==> src/hdl/sam_pkg.sv <==
// Shared types and constants for the stream arrival monitor.
// Used by the front, queue, back and top-level modules; depends on nothing.
package sam_pkg;

    // Number of monitored sample streams.
    localparam int NUM_STREAMS = 3;

    // Field widths.
    localparam int CMD_W    = 2;
    localparam int STREAM_W = 2;
    localparam int TIME_W   = 32;
    localparam int FIRST_W  = 2;
    localparam int CFG_IDX_W  = 2;
    localparam int CFG_DATA_W = 32;

    // First timed-out code meaning that no stream has timed out.
    localparam logic [FIRST_W-1:0] FIRST_NONE = 2'd3;

    // Command codes; the unused code behaves as a status query.
    typedef enum logic [CMD_W-1:0] {
        CMD_START  = 2'd0,
        CMD_ARRIVE = 2'd1,
        CMD_QUERY  = 2'd2
    } t_cmd;

    // Configuration register indexes.
    localparam logic [CFG_IDX_W-1:0] CFG_STREAM_TIMEOUT  = 2'd0;
    localparam logic [CFG_IDX_W-1:0] CFG_INITIAL_TIMEOUT = 2'd1;

    // Configuration reset values.
    localparam logic [TIME_W-1:0] STREAM_TIMEOUT_RST  = 32'd1000000;
    localparam logic [TIME_W-1:0] INITIAL_TIMEOUT_RST = 32'd2000000;

    // Rate scale: millihertz from counts per microsecond.
    localparam int RATE_SCALE_W = 30;
    localparam logic [RATE_SCALE_W-1:0] RATE_SCALE = 30'd1000000000;
    localparam int PROD_W = 64;

    // Divider: two quotient bits per step over the full product width.
    localparam int DIV_STEPS = PROD_W / 2;
    localparam int DIV_CNT_W = $clog2(DIV_STEPS);

    // Depth of the queue between front and back.
    localparam int QUEUE_DEPTH = 2;
    localparam int QPTR_W = (QUEUE_DEPTH > 1) ? $clog2(QUEUE_DEPTH) : 1;
    localparam int QCNT_W = $clog2(QUEUE_DEPTH + 1);

    // One classified command waiting for its rate division.
    typedef struct packed {
        logic               any_timed_out;
        logic [FIRST_W-1:0] first_timed_out;
        logic               stream_valid;
        logic [TIME_W-1:0]  sequence_res;
        logic [TIME_W-1:0]  peak_gap_us;
        logic [TIME_W-1:0]  age_us;
        logic [TIME_W-1:0]  gap_count;
        logic [TIME_W-1:0]  gap_sum;
        logic               rate_zero;
    } t_rec;

    // One finished result.
    typedef struct packed {
        logic               any_timed_out;
        logic [FIRST_W-1:0] first_timed_out;
        logic               stream_valid;
        logic [TIME_W-1:0]  sequence_res;
        logic [TIME_W-1:0]  rate_milli_hz;
        logic [TIME_W-1:0]  peak_gap_us;
        logic [TIME_W-1:0]  age_us;
    } t_res;

    // Back-end sequencer states.
    typedef enum logic [1:0] {
        BK_IDLE,
        BK_MUL,
        BK_DIV,
        BK_DONE
    } t_back_state;

endpackage

==> src/hdl/stream_arrival_monitor.sv <==
// Top level of the stream arrival monitor.
// Instantiates sam_front, sam_queue and sam_back; depends on sam_pkg.
//
// Every command (start, arrival, query) yields one result. The front end
// updates the per-stream statistics in the cycle a transaction is accepted
// and classifies it from the registered pending slot; records then wait in
// a two-entry queue. The back end loads each record, multiplies, then runs
// 32 divider steps of two quotient bits each and hands the result off,
// skipping the divider when the rate is zero, so the sustained rate is
// set by the back-end divider. Up to five commands can be in flight
// (pending slot, two queue entries, divider, output register), so full
// rises only after a burst. Configuration writes take effect at once.
module stream_arrival_monitor (
    input  logic                             i_clk,
    input  logic                             i_rst_n,
    input  logic                             i_cfg_we,
    input  logic [sam_pkg::CFG_IDX_W-1:0]    i_cfg_idx,
    input  logic [sam_pkg::CFG_DATA_W-1:0]   i_cfg_data,
    input  logic                             push,
    output logic                             full,
    input  logic [sam_pkg::CMD_W-1:0]        i_cmd,
    input  logic [sam_pkg::STREAM_W-1:0]     i_stream,
    input  logic [sam_pkg::TIME_W-1:0]       i_time_us,
    output logic                             empty,
    input  logic                             pop,
    output logic                             o_any_timed_out,
    output logic [sam_pkg::FIRST_W-1:0]      o_first_timed_out,
    output logic                             o_stream_valid,
    output logic [sam_pkg::TIME_W-1:0]       o_sequence_res,
    output logic [sam_pkg::TIME_W-1:0]       o_rate_milli_hz,
    output logic [sam_pkg::TIME_W-1:0]       o_peak_gap_us,
    output logic [sam_pkg::TIME_W-1:0]       o_age_us
);

    logic          q_push;
    logic          q_full;
    logic          q_pop;
    logic          q_empty;
    sam_pkg::t_rec q_wr_data;
    sam_pkg::t_rec q_rd_data;
    sam_pkg::t_res res;

    // Command acceptance and classification.
    sam_front u_front (
        .i_clk      (i_clk),
        .i_rst_n    (i_rst_n),
        .i_cfg_we   (i_cfg_we),
        .i_cfg_idx  (i_cfg_idx),
        .i_cfg_data (i_cfg_data),
        .i_push     (push),
        .i_cmd      (i_cmd),
        .i_stream   (i_stream),
        .i_time_us  (i_time_us),
        .o_full     (full),
        .o_q_push   (q_push),
        .o_q_data   (q_wr_data),
        .i_q_full   (q_full)
    );

    // Decoupling queue.
    sam_queue u_queue (
        .i_clk   (i_clk),
        .i_rst_n (i_rst_n),
        .i_push  (q_push),
        .i_data  (q_wr_data),
        .o_full  (q_full),
        .i_pop   (q_pop),
        .o_empty (q_empty),
        .o_data  (q_rd_data)
    );

    // Rate computation and result delivery.
    sam_back u_back (
        .i_clk     (i_clk),
        .i_rst_n   (i_rst_n),
        .i_q_empty (q_empty),
        .i_q_data  (q_rd_data),
        .o_q_pop   (q_pop),
        .o_empty   (empty),
        .i_pop     (pop),
        .o_res     (res)
    );

    // Result fields.
    assign o_any_timed_out   = res.any_timed_out;
    assign o_first_timed_out = res.first_timed_out;
    assign o_stream_valid    = res.stream_valid;
    assign o_sequence_res    = res.sequence_res;
    assign o_rate_milli_hz   = res.rate_milli_hz;
    assign o_peak_gap_us     = res.peak_gap_us;
    assign o_age_us          = res.age_us;

endmodule

==> src/hdl/sam_front.sv <==
// Front end of the stream arrival monitor: accepts commands, keeps per-stream
// statistics and configuration, and classifies each command into a record.
// Depends on sam_pkg.
module sam_front (
    input  logic                             i_clk,
    input  logic                             i_rst_n,
    input  logic                             i_cfg_we,
    input  logic [sam_pkg::CFG_IDX_W-1:0]    i_cfg_idx,
    input  logic [sam_pkg::CFG_DATA_W-1:0]   i_cfg_data,
    input  logic                             i_push,
    input  logic [sam_pkg::CMD_W-1:0]        i_cmd,
    input  logic [sam_pkg::STREAM_W-1:0]     i_stream,
    input  logic [sam_pkg::TIME_W-1:0]       i_time_us,
    output logic                             o_full,
    output logic                             o_q_push,
    output sam_pkg::t_rec                    o_q_data,
    input  logic                             i_q_full
);

    // Configuration registers.
    logic [sam_pkg::TIME_W-1:0] r_stream_to;
    logic [sam_pkg::TIME_W-1:0] r_initial_to;

    // Per-stream statistics and the start time.
    logic                       r_seen    [sam_pkg::NUM_STREAMS];
    logic [sam_pkg::TIME_W-1:0] r_last    [sam_pkg::NUM_STREAMS];
    logic [sam_pkg::TIME_W-1:0] r_sum     [sam_pkg::NUM_STREAMS];
    logic [sam_pkg::TIME_W-1:0] r_cnt     [sam_pkg::NUM_STREAMS];
    logic [sam_pkg::TIME_W-1:0] r_max     [sam_pkg::NUM_STREAMS];
    logic [sam_pkg::TIME_W-1:0] r_arr     [sam_pkg::NUM_STREAMS];
    logic [sam_pkg::TIME_W-1:0] r_start;

    // Pending command whose statistics have been updated but not yet reported.
    logic                         r_pend_vld;
    logic [sam_pkg::STREAM_W-1:0] r_pend_stream;
    logic [sam_pkg::TIME_W-1:0]   r_pend_time;

    logic accept;
    logic advance;

    // The pending slot empties into the queue whenever the queue has room.
    assign advance  = r_pend_vld && !i_q_full;
    assign o_full   = r_pend_vld && i_q_full;
    assign accept   = i_push && !o_full;
    assign o_q_push = advance;

    // Configuration writes; indexes beyond the register list are ignored.
    always_ff @(posedge i_clk) begin
        if (!i_rst_n) begin
            r_stream_to  <= sam_pkg::STREAM_TIMEOUT_RST;
            r_initial_to <= sam_pkg::INITIAL_TIMEOUT_RST;
        end else if (i_cfg_we) begin
            case (i_cfg_idx)
                sam_pkg::CFG_STREAM_TIMEOUT:  r_stream_to  <= i_cfg_data;
                sam_pkg::CFG_INITIAL_TIMEOUT: r_initial_to <= i_cfg_data;
                default: ;
            endcase
        end
    end

    // Statistics update for an accepted start or arrival transaction.
    always_ff @(posedge i_clk) begin
        if (!i_rst_n) begin
            r_start <= '0;
            for (int k = 0; k < sam_pkg::NUM_STREAMS; k++) begin
                r_seen[k] <= 1'b0;
                r_last[k] <= '0;
                r_sum[k]  <= '0;
                r_cnt[k]  <= '0;
                r_max[k]  <= '0;
                r_arr[k]  <= '0;
            end
        end else if (accept) begin
            if (i_cmd == sam_pkg::CMD_START) begin
                r_start <= i_time_us;
                for (int k = 0; k < sam_pkg::NUM_STREAMS; k++) begin
                    r_seen[k] <= 1'b0;
                    r_last[k] <= '0;
                    r_sum[k]  <= '0;
                    r_cnt[k]  <= '0;
                    r_max[k]  <= '0;
                    r_arr[k]  <= '0;
                end
            end else if (i_cmd == sam_pkg::CMD_ARRIVE) begin
                for (int k = 0; k < sam_pkg::NUM_STREAMS; k++) begin
                    if (int'(i_stream) == k) begin
                        if (r_seen[k]) begin
                            r_sum[k] <= r_sum[k] + (i_time_us - r_last[k]);
                            r_cnt[k] <= r_cnt[k] + 32'd1;
                            if ((i_time_us - r_last[k]) > r_max[k]) begin
                                r_max[k] <= i_time_us - r_last[k];
                            end
                        end
                        r_last[k] <= i_time_us;
                        r_arr[k]  <= r_arr[k] + 32'd1;
                        r_seen[k] <= 1'b1;
                    end
                end
            end
        end
    end

    // Pending slot control.
    always_ff @(posedge i_clk) begin
        if (!i_rst_n) begin
            r_pend_vld <= 1'b0;
        end else if (accept) begin
            r_pend_vld <= 1'b1;
        end else if (advance) begin
            r_pend_vld <= 1'b0;
        end
    end

    // Pending payload.
    always_ff @(posedge i_clk) begin
        if (accept) begin
            r_pend_stream <= i_stream;
            r_pend_time   <= i_time_us;
        end
    end

    // Timeout status and named-stream fields, taken after the update.
    always_comb begin
        logic [sam_pkg::TIME_W-1:0] ref_time;
        logic                       timed_out;
        logic                       sel_seen;
        logic [sam_pkg::TIME_W-1:0] sel_last;
        logic [sam_pkg::TIME_W-1:0] sel_sum;
        logic [sam_pkg::TIME_W-1:0] sel_cnt;
        logic [sam_pkg::TIME_W-1:0] sel_max;
        logic [sam_pkg::TIME_W-1:0] sel_arr;

        o_q_data  = '0;
        sel_seen  = 1'b0;
        sel_last  = '0;
        sel_sum   = '0;
        sel_cnt   = '0;
        sel_max   = '0;
        sel_arr   = '0;
        o_q_data.first_timed_out = sam_pkg::FIRST_NONE;

        // Scan from the top so that the lowest timed-out stream wins.
        for (int k = sam_pkg::NUM_STREAMS - 1; k >= 0; k--) begin
            ref_time  = r_seen[k] ? r_last[k] : r_start;
            timed_out = ((r_pend_time - ref_time) >= r_stream_to) &&
                        ((r_pend_time - r_start) >= r_initial_to);
            if (timed_out) begin
                o_q_data.any_timed_out   = 1'b1;
                o_q_data.first_timed_out = (k < 3) ? 2'(k) : sam_pkg::FIRST_NONE;
            end
        end

        // Pick the named stream; an index out of range reads as never seen.
        for (int k = 0; k < sam_pkg::NUM_STREAMS; k++) begin
            if (int'(r_pend_stream) == k) begin
                sel_seen = r_seen[k];
                sel_last = r_last[k];
                sel_sum  = r_sum[k];
                sel_cnt  = r_cnt[k];
                sel_max  = r_max[k];
                sel_arr  = r_arr[k];
            end
        end

        o_q_data.stream_valid = sel_seen;
        o_q_data.sequence_res = sel_arr;
        o_q_data.peak_gap_us  = sel_max;
        o_q_data.age_us       = sel_seen ? (r_pend_time - sel_last) : '1;
        o_q_data.gap_count    = sel_cnt;
        o_q_data.gap_sum      = sel_sum;
        o_q_data.rate_zero    = (sel_cnt == '0) || (sel_sum == '0);
    end

endmodule

==> src/hdl/sam_queue.sv <==
// Short record queue between the front and back of the arrival monitor.
// Flip-flop storage; depends on sam_pkg for the record type and depth.
module sam_queue (
    input  logic          i_clk,
    input  logic          i_rst_n,
    input  logic          i_push,
    input  sam_pkg::t_rec i_data,
    output logic          o_full,
    input  logic          i_pop,
    output logic          o_empty,
    output sam_pkg::t_rec o_data
);

    sam_pkg::t_rec               r_mem [sam_pkg::QUEUE_DEPTH];
    logic [sam_pkg::QPTR_W-1:0]  r_wr_ptr;
    logic [sam_pkg::QPTR_W-1:0]  r_rd_ptr;
    logic [sam_pkg::QCNT_W-1:0]  r_count;

    logic do_push;
    logic do_pop;

    assign o_full  = (r_count == sam_pkg::QCNT_W'(sam_pkg::QUEUE_DEPTH));
    assign o_empty = (r_count == '0);
    assign do_push = i_push && !o_full;
    assign do_pop  = i_pop && !o_empty;
    assign o_data  = r_mem[r_rd_ptr];

    // Pointers and fill count.
    always_ff @(posedge i_clk) begin
        if (!i_rst_n) begin
            r_wr_ptr <= '0;
            r_rd_ptr <= '0;
            r_count  <= '0;
        end else begin
            if (do_push) begin
                r_wr_ptr <= (r_wr_ptr == sam_pkg::QPTR_W'(sam_pkg::QUEUE_DEPTH - 1)) ?
                            '0 : r_wr_ptr + 1'b1;
            end
            if (do_pop) begin
                r_rd_ptr <= (r_rd_ptr == sam_pkg::QPTR_W'(sam_pkg::QUEUE_DEPTH - 1)) ?
                            '0 : r_rd_ptr + 1'b1;
            end
            if (do_push && !do_pop) begin
                r_count <= r_count + 1'b1;
            end else if (do_pop && !do_push) begin
                r_count <= r_count - 1'b1;
            end
        end
    end

    // Record storage.
    always_ff @(posedge i_clk) begin
        if (do_push) begin
            r_mem[r_wr_ptr] <= i_data;
        end
    end

endmodule

==> src/hdl/sam_back.sv <==
// Back end of the arrival monitor: computes the rate with a multiply and a
// two-bit-per-step restoring divider, then holds the result for the consumer.
// Depends on sam_pkg.
module sam_back (
    input  logic          i_clk,
    input  logic          i_rst_n,
    input  logic          i_q_empty,
    input  sam_pkg::t_rec i_q_data,
    output logic          o_q_pop,
    output logic          o_empty,
    input  logic          i_pop,
    output sam_pkg::t_res o_res
);

    sam_pkg::t_back_state r_state;
    sam_pkg::t_back_state n_state;

    sam_pkg::t_rec                  r_rec;
    logic [sam_pkg::PROD_W-1:0]     r_num;
    logic [sam_pkg::TIME_W-1:0]     r_rem;
    logic [sam_pkg::TIME_W-1:0]     r_quo;
    logic [sam_pkg::DIV_CNT_W-1:0]  r_cnt;
    logic                           r_out_vld;
    sam_pkg::t_res                  r_out;

    logic                           out_free;
    logic [sam_pkg::TIME_W:0]       trial1;
    logic [sam_pkg::TIME_W:0]       trial2;
    logic                           bit1;
    logic                           bit2;
    logic [sam_pkg::TIME_W-1:0]     rem1;
    logic [sam_pkg::TIME_W-1:0]     rem2;

    assign out_free = !r_out_vld || i_pop;
    assign o_empty  = !r_out_vld;
    assign o_res    = r_out;

    // Two restoring division steps per cycle.
    always_comb begin
        trial1 = {r_rem, r_num[sam_pkg::PROD_W-1]};
        bit1   = trial1 >= {1'b0, r_rec.gap_sum};
        rem1   = bit1 ? sam_pkg::TIME_W'(trial1 - {1'b0, r_rec.gap_sum})
                      : trial1[sam_pkg::TIME_W-1:0];
        trial2 = {rem1, r_num[sam_pkg::PROD_W-2]};
        bit2   = trial2 >= {1'b0, r_rec.gap_sum};
        rem2   = bit2 ? sam_pkg::TIME_W'(trial2 - {1'b0, r_rec.gap_sum})
                      : trial2[sam_pkg::TIME_W-1:0];
    end

    // Next state and queue pop.
    always_comb begin
        n_state = r_state;
        o_q_pop = 1'b0;
        case (r_state)
            sam_pkg::BK_IDLE: begin
                if (!i_q_empty) begin
                    o_q_pop = 1'b1;
                    n_state = sam_pkg::BK_MUL;
                end
            end
            sam_pkg::BK_MUL: begin
                n_state = r_rec.rate_zero ? sam_pkg::BK_DONE : sam_pkg::BK_DIV;
            end
            sam_pkg::BK_DIV: begin
                if (r_cnt == sam_pkg::DIV_CNT_W'(sam_pkg::DIV_STEPS - 1)) begin
                    n_state = sam_pkg::BK_DONE;
                end
            end
            sam_pkg::BK_DONE: begin
                if (out_free) begin
                    n_state = sam_pkg::BK_IDLE;
                end
            end
            default: n_state = sam_pkg::BK_IDLE;
        endcase
    end

    // State register.
    always_ff @(posedge i_clk) begin
        if (!i_rst_n) begin
            r_state <= sam_pkg::BK_IDLE;
        end else begin
            r_state <= n_state;
        end
    end

    // Datapath: load, multiply, divide.
    always_ff @(posedge i_clk) begin
        case (r_state)
            sam_pkg::BK_IDLE: begin
                if (!i_q_empty) begin
                    r_rec <= i_q_data;
                end
            end
            sam_pkg::BK_MUL: begin
                // Both operands are widened so the product keeps all 64 bits.
                r_num <= {32'd0, r_rec.gap_count} *
                         sam_pkg::PROD_W'(sam_pkg::RATE_SCALE);
                r_rem <= '0;
                r_quo <= '0;
                r_cnt <= '0;
            end
            sam_pkg::BK_DIV: begin
                r_num <= {r_num[sam_pkg::PROD_W-3:0], 2'b00};
                r_rem <= rem2;
                r_quo <= {r_quo[sam_pkg::TIME_W-3:0], bit1, bit2};
                r_cnt <= r_cnt + 1'b1;
            end
            default: ;
        endcase
    end

    // Output register valid.
    always_ff @(posedge i_clk) begin
        if (!i_rst_n) begin
            r_out_vld <= 1'b0;
        end else if (r_state == sam_pkg::BK_DONE && out_free) begin
            r_out_vld <= 1'b1;
        end else if (i_pop) begin
            r_out_vld <= 1'b0;
        end
    end

    // Output register payload.
    always_ff @(posedge i_clk) begin
        if (r_state == sam_pkg::BK_DONE && out_free) begin
            r_out.any_timed_out   <= r_rec.any_timed_out;
            r_out.first_timed_out <= r_rec.first_timed_out;
            r_out.stream_valid    <= r_rec.stream_valid;
            r_out.sequence_res    <= r_rec.sequence_res;
            r_out.rate_milli_hz   <= r_quo;
            r_out.peak_gap_us     <= r_rec.peak_gap_us;
            r_out.age_us          <= r_rec.age_us;
        end
    end

endmodule

==> config.mk <==
export PLATFORM = sky130hd
export DESIGN_NAME = stream_arrival_monitor
export DESIGN_NICKNAME = d
export VERILOG_FILES = /design/src/hdl/sam_pkg.sv /design/src/hdl/stream_arrival_monitor.sv /design/src/hdl/sam_front.sv /design/src/hdl/sam_queue.sv /design/src/hdl/sam_back.sv
export SDC_FILE = /design/constraint.sdc
export NUM_CORES = 2
export LEC_CHECK = 0
export BUFFER_PORTS_ARGS = -buffer_cell sky130_fd_sc_hd__buf_2
export CORE_AREA = 2 2 414 416
export CTS_CLUSTER_SIZE = 8
export DETAILED_ROUTE_END_ITERATION = 16
export DIE_AREA = 0 0 416 418
export GPL_ROUTABILITY_DRIVEN = 0
export GPL_TIMING_DRIVEN = 0
export PLACE_DENSITY = 0.71
export SKIP_CTS_REPAIR_TIMING = 1
export SLEW_MARGIN = 5
export SYNTH_ARGS = -nofsm -noshare
export SYNTH_HDL_FRONTEND = slang
export SYNTH_SLANG_ARGS = --single-unit
==> constraint.sdc <==
create_clock -name i_clk -period 11.7 [get_ports i_clk]
set_clock_uncertainty 0.2 [all_clocks]
set_input_delay 1.17 -clock i_clk [delete_from_list [all_inputs] [get_ports i_clk]]
set_output_delay 1.17 -clock i_clk [all_outputs]
set_load 0.01 [all_outputs]
# After elaboration in Yosys (flattened, before gate mapping)
# Memory sizes are Yosys's and may differ from the RTL's. A register that Yosys moved wholly into a read port is not among the register bits.
# Index checks and enable logic that the tools add are counted.
dict set report word_totals {
  in_bits 75
  mem_bits_rw 813
  out_inout_bits 134
  word_cells 302
  register_bits 403
  mem_count 7
}
dict set report classes {
  n_addsub 24
  eq_ne 14
  magnitude_cmp 9
  bitwise_logic 37
  mul 1
  muxes 152
  reduce_logical 36
}
# name words word_bits read_ports rd_clocked_by_memory_dff write_ports line
set mem_list {}
lappend mem_list {u_queue.r_mem 2 165 1 1 1 sam_queue.sv:14} ;# sam_pkg::t_rec r_mem [sam_pkg::QUEUE_DEPTH];
lappend mem_list {u_front.r_arr 3 32 3 0 3 sam_front.sv:30} ;# logic [sam_pkg::TIME_W-1:0] r_arr [sam_pkg::NUM_STREAMS];
lappend mem_list {u_front.r_cnt 3 32 3 0 3 sam_front.sv:28} ;# logic [sam_pkg::TIME_W-1:0] r_cnt [sam_pkg::NUM_STREAMS];
lappend mem_list {u_front.r_last 3 32 3 0 3 sam_front.sv:26} ;# logic [sam_pkg::TIME_W-1:0] r_last [sam_pkg::NUM_STREAMS];
lappend mem_list {u_front.r_max 3 32 3 0 3 sam_front.sv:29} ;# logic [sam_pkg::TIME_W-1:0] r_max [sam_pkg::NUM_STREAMS];
lappend mem_list {u_front.r_sum 3 32 3 0 3 sam_front.sv:27} ;# logic [sam_pkg::TIME_W-1:0] r_sum [sam_pkg::NUM_STREAMS];
lappend mem_list {{1 more memories} - - - - - -}
# op count
set op_table {}
lappend op_table {{two-way mux 32 bit} 51}
lappend op_table {{subtractor 32 bit} 10}
lappend op_table {{adder 32 x 1 -> 32 bit (second input constant)} 6}
lappend op_table {{>= comparator 32 bit} 4}
lappend op_table {{one-hot mux 32 bit (2 select lines)} 2}
lappend op_table {{one-hot mux 64 bit (2 select lines)} 1}
lappend op_table {{adder 32 bit} 3}
lappend op_table {{> comparator 32 bit} 3}
lappend op_table {{two-way mux 1 bit} 88}
lappend op_table {{>= comparator 33 x 32 -> 1 bit} 2}
lappend op_table {{logical NOT 32 bit} 2}
lappend op_table {{multiplier 32 x 21 -> 53 bit (second input constant)} 1}
lappend op_table {{bitwise OR 1 bit} 36}
lappend op_table {{equality test 2 bit (second input constant)} 7}
lappend op_table {{logical NOT 2 bit} 6}
lappend op_table {{logical AND 1 bit} 11}
lappend op_table {{two-way mux 2 bit} 5}
lappend op_table {{one-hot mux 5 bit (2 select lines)} 1}
lappend op_table {{two-way mux 3 bit} 3}
lappend op_table {{one-hot mux 2 bit (4 select lines)} 1}
lappend op_table {{AND reduction 2 bit} 4}
lappend op_table {{nonzero test 2 bit} 4}
lappend op_table {{equality test 2 x 1 -> 1 bit (second input constant)} 3}
lappend op_table {{logical NOT 1 bit} 6}
lappend op_table {{10 further kinds} 13}

# Logic depth before layout (Yosys ltp)
# An unclocked memory read counts as a cell.
dict set report depth {
  word_depth 12
  depth_mapped 28
}

# Modules after synthesis
# From an unflattened synthesis, not the netlist that was laid out.
dict set report unflattened {
  cells_unflattened 8697
  area_unflattened_um2 94122.8
}
# module cells_each area_each_um2 instances seq_area_each_um2
set modules_own_cells {}
lappend modules_own_cells {sam_front 5571 50532.2 1 17466.8}
lappend modules_own_cells {sam_back 2588 31400.1 1 12702.2}
lappend modules_own_cells {sam_queue 538 12190.4 1 10009.6}

# Worst setup path after synthesis
# OpenSTA, ideal clock, no wires.
dict set report synth_path {
  kind {register -> register}
  startpoint {register u_queue.r_count[0] (netlist name)}
  endpoint {memory u_queue.r_mem[0][0] (netlist name) (enable)}
  arrival_time_ns 7.504
  period_less_slack_ns 8.397
  stages_incl_launch_ff 4
  path_slack_ns 3.303
  t_required_ns 10.807
  path_cell_list {dfxtp_1 -> nand2b_1 -> nand2_1 -> nor2_1}
}
dict set report synth_between {
  elab_chain_len 6
}
# element line
set synth_rtl {}
lappend synth_rtl {{from (decl)} sam_queue.sv:17} ;# logic [sam_pkg::QCNT_W-1:0] r_count;
lappend synth_rtl {{from (signal assigned)} sam_queue.sv:44} ;# r_count <= r_count + 1'b1;
lappend synth_rtl {{from (signal assigned)} sam_queue.sv:46} ;# r_count <= r_count - 1'b1;
lappend synth_rtl {{equality test 2 bit *} sam_queue.sv:22} ;# assign o_full = (r_count == sam_pkg::QCNT_W'(sam_pkg::QUEUE_DEPTH));
lappend synth_rtl {{logical NOT 1 bit *} {sam_front.sv:42, sam_queue.sv:24}}
lappend synth_rtl {{logical AND 1 bit} sam_front.sv:42} ;# assign advance = r_pend_vld && !i_q_full;
lappend synth_rtl {{logical AND 1 bit *} sam_queue.sv:24} ;# assign do_push = i_push && !o_full;
lappend synth_rtl {{two-way mux 1 bit *} sam_queue.sv:53} ;# if (do_push) begin
lappend synth_rtl {{two-way mux 1 bit (not written as such) *} sam_queue.sv:54} ;# r_mem[r_wr_ptr] <= i_data;
lappend synth_rtl {{to (decl)} sam_queue.sv:14}
# Mark *: on every way between the ends. The rest lies on a longest branch, timed or not.

==> impl_metrics.yaml <==
synthesis:
  synth_fp_nets: 9832
  netlist.area_leader.share: 0.410
  synthXorXnorAreaFrac: 0.0553
  ys.warnings.count: 0
  synthAdderAreaFrac: 0.193
  avgSynthCellArea_sq_um: 10.9
  synth_compound_area_frac: 0.113
  yosys-top-cells-area: "edfxtp_1 (41%), ha_1 (12%), fa_1 (7.0%)"
  synth-simple-area-share: 0.108
  synth_top_family_by_area: "adder cells"
  synth_cells: 8524
  ys_seq_elements: 1372
  synth_ff_type: "edfxtp_1"
  async_reset_ff_frac: 0
  synth_seq_area_share: 0.433
  synth_area_leader_cell: "edfxtp_1"
  syn_area_sq_um: 92800
  synth_edf_count: 1268
  synthMuxAreaShare: 0.0532
  synth_cell_types: 82
routing:
  ant_nets: 0
  drc_errors: 0
  totalWireLength_um: 255000
  firstDrtPassIters: 7
  viasPerCell: 5.96
  drt_iter0_drc: 6532
  wl_per_cell_um: 22.6
  vias: 67100
worst_setup_path:
  crit_arrival_ns: 9.14
  critPathLaunchType: "flip-flop"
  critPathTopFamily: "buffers and inverters"
  worstPathMaxFanout: 10
  path_class: "reg2reg"
  critical_path_depth: 20
  crit_start: "u_front.r_pend_stream[0]"
  cpPeakStageDelay_ns: 1.05
  ff2ff_path_depth: 20
  crit_slowest_cell: "clkbuf_1"
  crit_buf_inv: 5
  cp.required_ns: 12.02
  crit_chain: "clkbuf_1 > buf_1 > clkbuf_1 > clkbuf_2 > clkbuf_1 > mux2i_1 > o21ai_0 > ha_1 > fa_1 > nor2b_1 > o21ai_0 > a21oi_1 > o21ai_0 > a21oi_1 > o211ai_1 > a21bo_2 > a21boi_0 > o22ai_1 > xor2_1 > nand2_1"
  crit_path_end_kind: "flip-flop"
  regToRegStartpoint: "u_front.r_pend_stream[0]"
global_route:
  grt_pass1_vias: 66300
  grt_max_degree: 109
  grt_overflow_total: 0
  antenna_found_initial: 17
  track_usage: 0.289
  grt_pass1_wl_um: 385000
sta:
  min_period_over_period: 0.754
  final_hold_viol_count: 0
  maxSlewViolCount: 21
  min_period_ns: 8.82
  finalSetupViolCount: 0
  setup_slack_ns: 2.88
  fmax_mhz: 113
  worstMarginPinSlew_ns: 1.73
  rsz0062_at_grt: "no"
  maxSlewHeadroom: -0.165
clock_network:
  cts_root_buffer: "clkbuf_16"
  clk_latency_ns: 0.88
  cts_buffer_depth: 3
  htreeDepth: 4
  path_clk_slew_ns: 0.05
  cts.sinks: 1372
  cts_buffers: 192
  cts_tree: "yes"
floorplan:
  die_area_sq_um: 174000
  coreArea_sq_um: 169000
  die_x_um: 416
  die_y_um: 418
  start_util: 0.549
  io_pins: 209
  rows: 151
flow_run:
  maxCapViolCount: 7
run_status:
  violations: "max-capacitance violations, max-slew violations"
  status: "complete, but fails checks"
place:
  dp.cells: 11000
  portBuffers: 208
  preCtsSetupSlack_ns: 2.90
  dp_hpwl_um: 199000
final_layout:
  final_cells: 11300
  fill_cells: 13500
  multi_input_area_sq_um: 48600
  drive_above_1_share: 0.0802
  area_growth_pct: 10.8
  final_cell_mix: "edfxtp_1 (1268), ha_1 (907), inv_1 (876), nand2_1 (645), nor2_1 (577)"
  ff_latch_area_sq_um: 40200
  final_common_cell: "edfxtp_1"
  fin_nets: 10300
hold_path:
  hp-start: "u_back.r_rec[148]"
  min_path_type: "reg2reg"
  whs_path_depth: 0
## worst reg2reg max path, delay by kind of cell (launching register included)
| family | cells | cell delay (ns) |
|---|---|---|
| buffers and inverters | 5 | 4.09 |
| AOI/OAI and AO/OA | 9 | 2.37 |
| adders and majority gates | 2 | 0.71 |
| DFF | 1 | 0.34 |
| muxes | 1 | 0.29 |
| and+or+nand+nor | 2 | 0.25 |
| xor gates and xnor gates | 1 | 0.19 |
## synth_stat cells, drive strengths merged, types with 16 or more instances
library cell and n:
edfxtp 1268, ha 908, inv 878, nand2 649
nor2 578, a21oi 423, o21ai 420, fa 325
xnor2 305, xor2 278, mux2i 265, a21o 253
mux2 203, nor2b 180, clkbuf 172, nand3 148
dfxtp 104, and2 103, a21boi 92, nand4 91
nand2b 84, and3 81, nor3 81, o21a 63
o21bai 63, a211oi 55, a31oi 45, buf 39
o211ai 38, nor4 34, and4 24, or3 22
or2 19, o2bb2ai 17, o31a 16, o31ai 16
## metrics by stage
step | util | TNS (ns) | area, sq um | hold slack [ns]
after floorplan | - | 0 | 92800 | 0.200
after global placement | 0.571 | -203.15 | 96600 | 0.201
after detailed placement | 0.576 | 0 | 97400 | 0.205
after CTS | 0.608 | 0 | 103000 | 0.214
after global routing | 0.608 | 0 | 103000 | 0.218
final | 0.608 | 0 | 103000 | 0.210
## cells by family (layout without fill, tap and decap cells)
kind of cell / count (synthesis) / count (layout)
AOI/OAI and AO/OA: 1654 / 1654
xor gates and xnor gates: 584 / 584
adders and majority gates: 1233 / 1233
buffers and inverters: 1089 / 1603
DFF: 1372 / 1372
muxes: 468 / 468
other: 0 / 6
and+or+nand+nor: 2124 / 2124
## cell type report
class | count | area share
Clock inverter | 17 | 0.00356
Clock buffer | 258 | 0.0496
Buffer | 211 | 0.00813
Timing Repair Buffer | 239 | 0.0164
Multi-Input combinational cell | 6063 | 0.473
Antenna cell | 6 | 0.000146
Inverter | 878 | 0.0321
Tap cell | 2218 | 0.0270
Sequential cell | 1372 | 0.390
## path summary, 6_finish.rpt
check / to / slack, ns
hold / removal: u_back.o_res[115] / 0.21
hold reg to reg: u_back.o_res[115] / 0.21
setup / recovery: u_queue.r_mem[0][93] / 2.88
setup reg to reg: u_queue.r_mem[0][93] / 2.88
## registers in the layout, summed over array words and instances (netlist names), 3 cells and up
name                  cells
u_front.r_last           96
u_front.r_sum            96
u_front.r_max            96
u_back.r_rem             32
u_queue.r_mem           330
u_front.r_pend_time      32
u_front.r_arr            96
u_back.r_num             55
u_back.r_quo             32
u_back.o_res            132
u_front.r_initial_to     32
u_front.r_stream_to      32
u_front.r_cnt            96
u_back.r_rec            165
u_back.r_cnt              5
u_front.r_seen            3
u_front.r_start          32
## routing by layer
metal / vias up / global-route usage / wire length [um]
li1: 31200 / - / -
met1: 32800 / 0.371 / 104000
met2: 2535 / 0.474 / 119000
met3: 601 / 0.0501 / 18500
met4: 6 / 0.139 / 13300
met5: - / 0 / 81
Power is not shown: default switching activity piles up to over one toggle a cycle in this logic, so the estimate is an artifact.
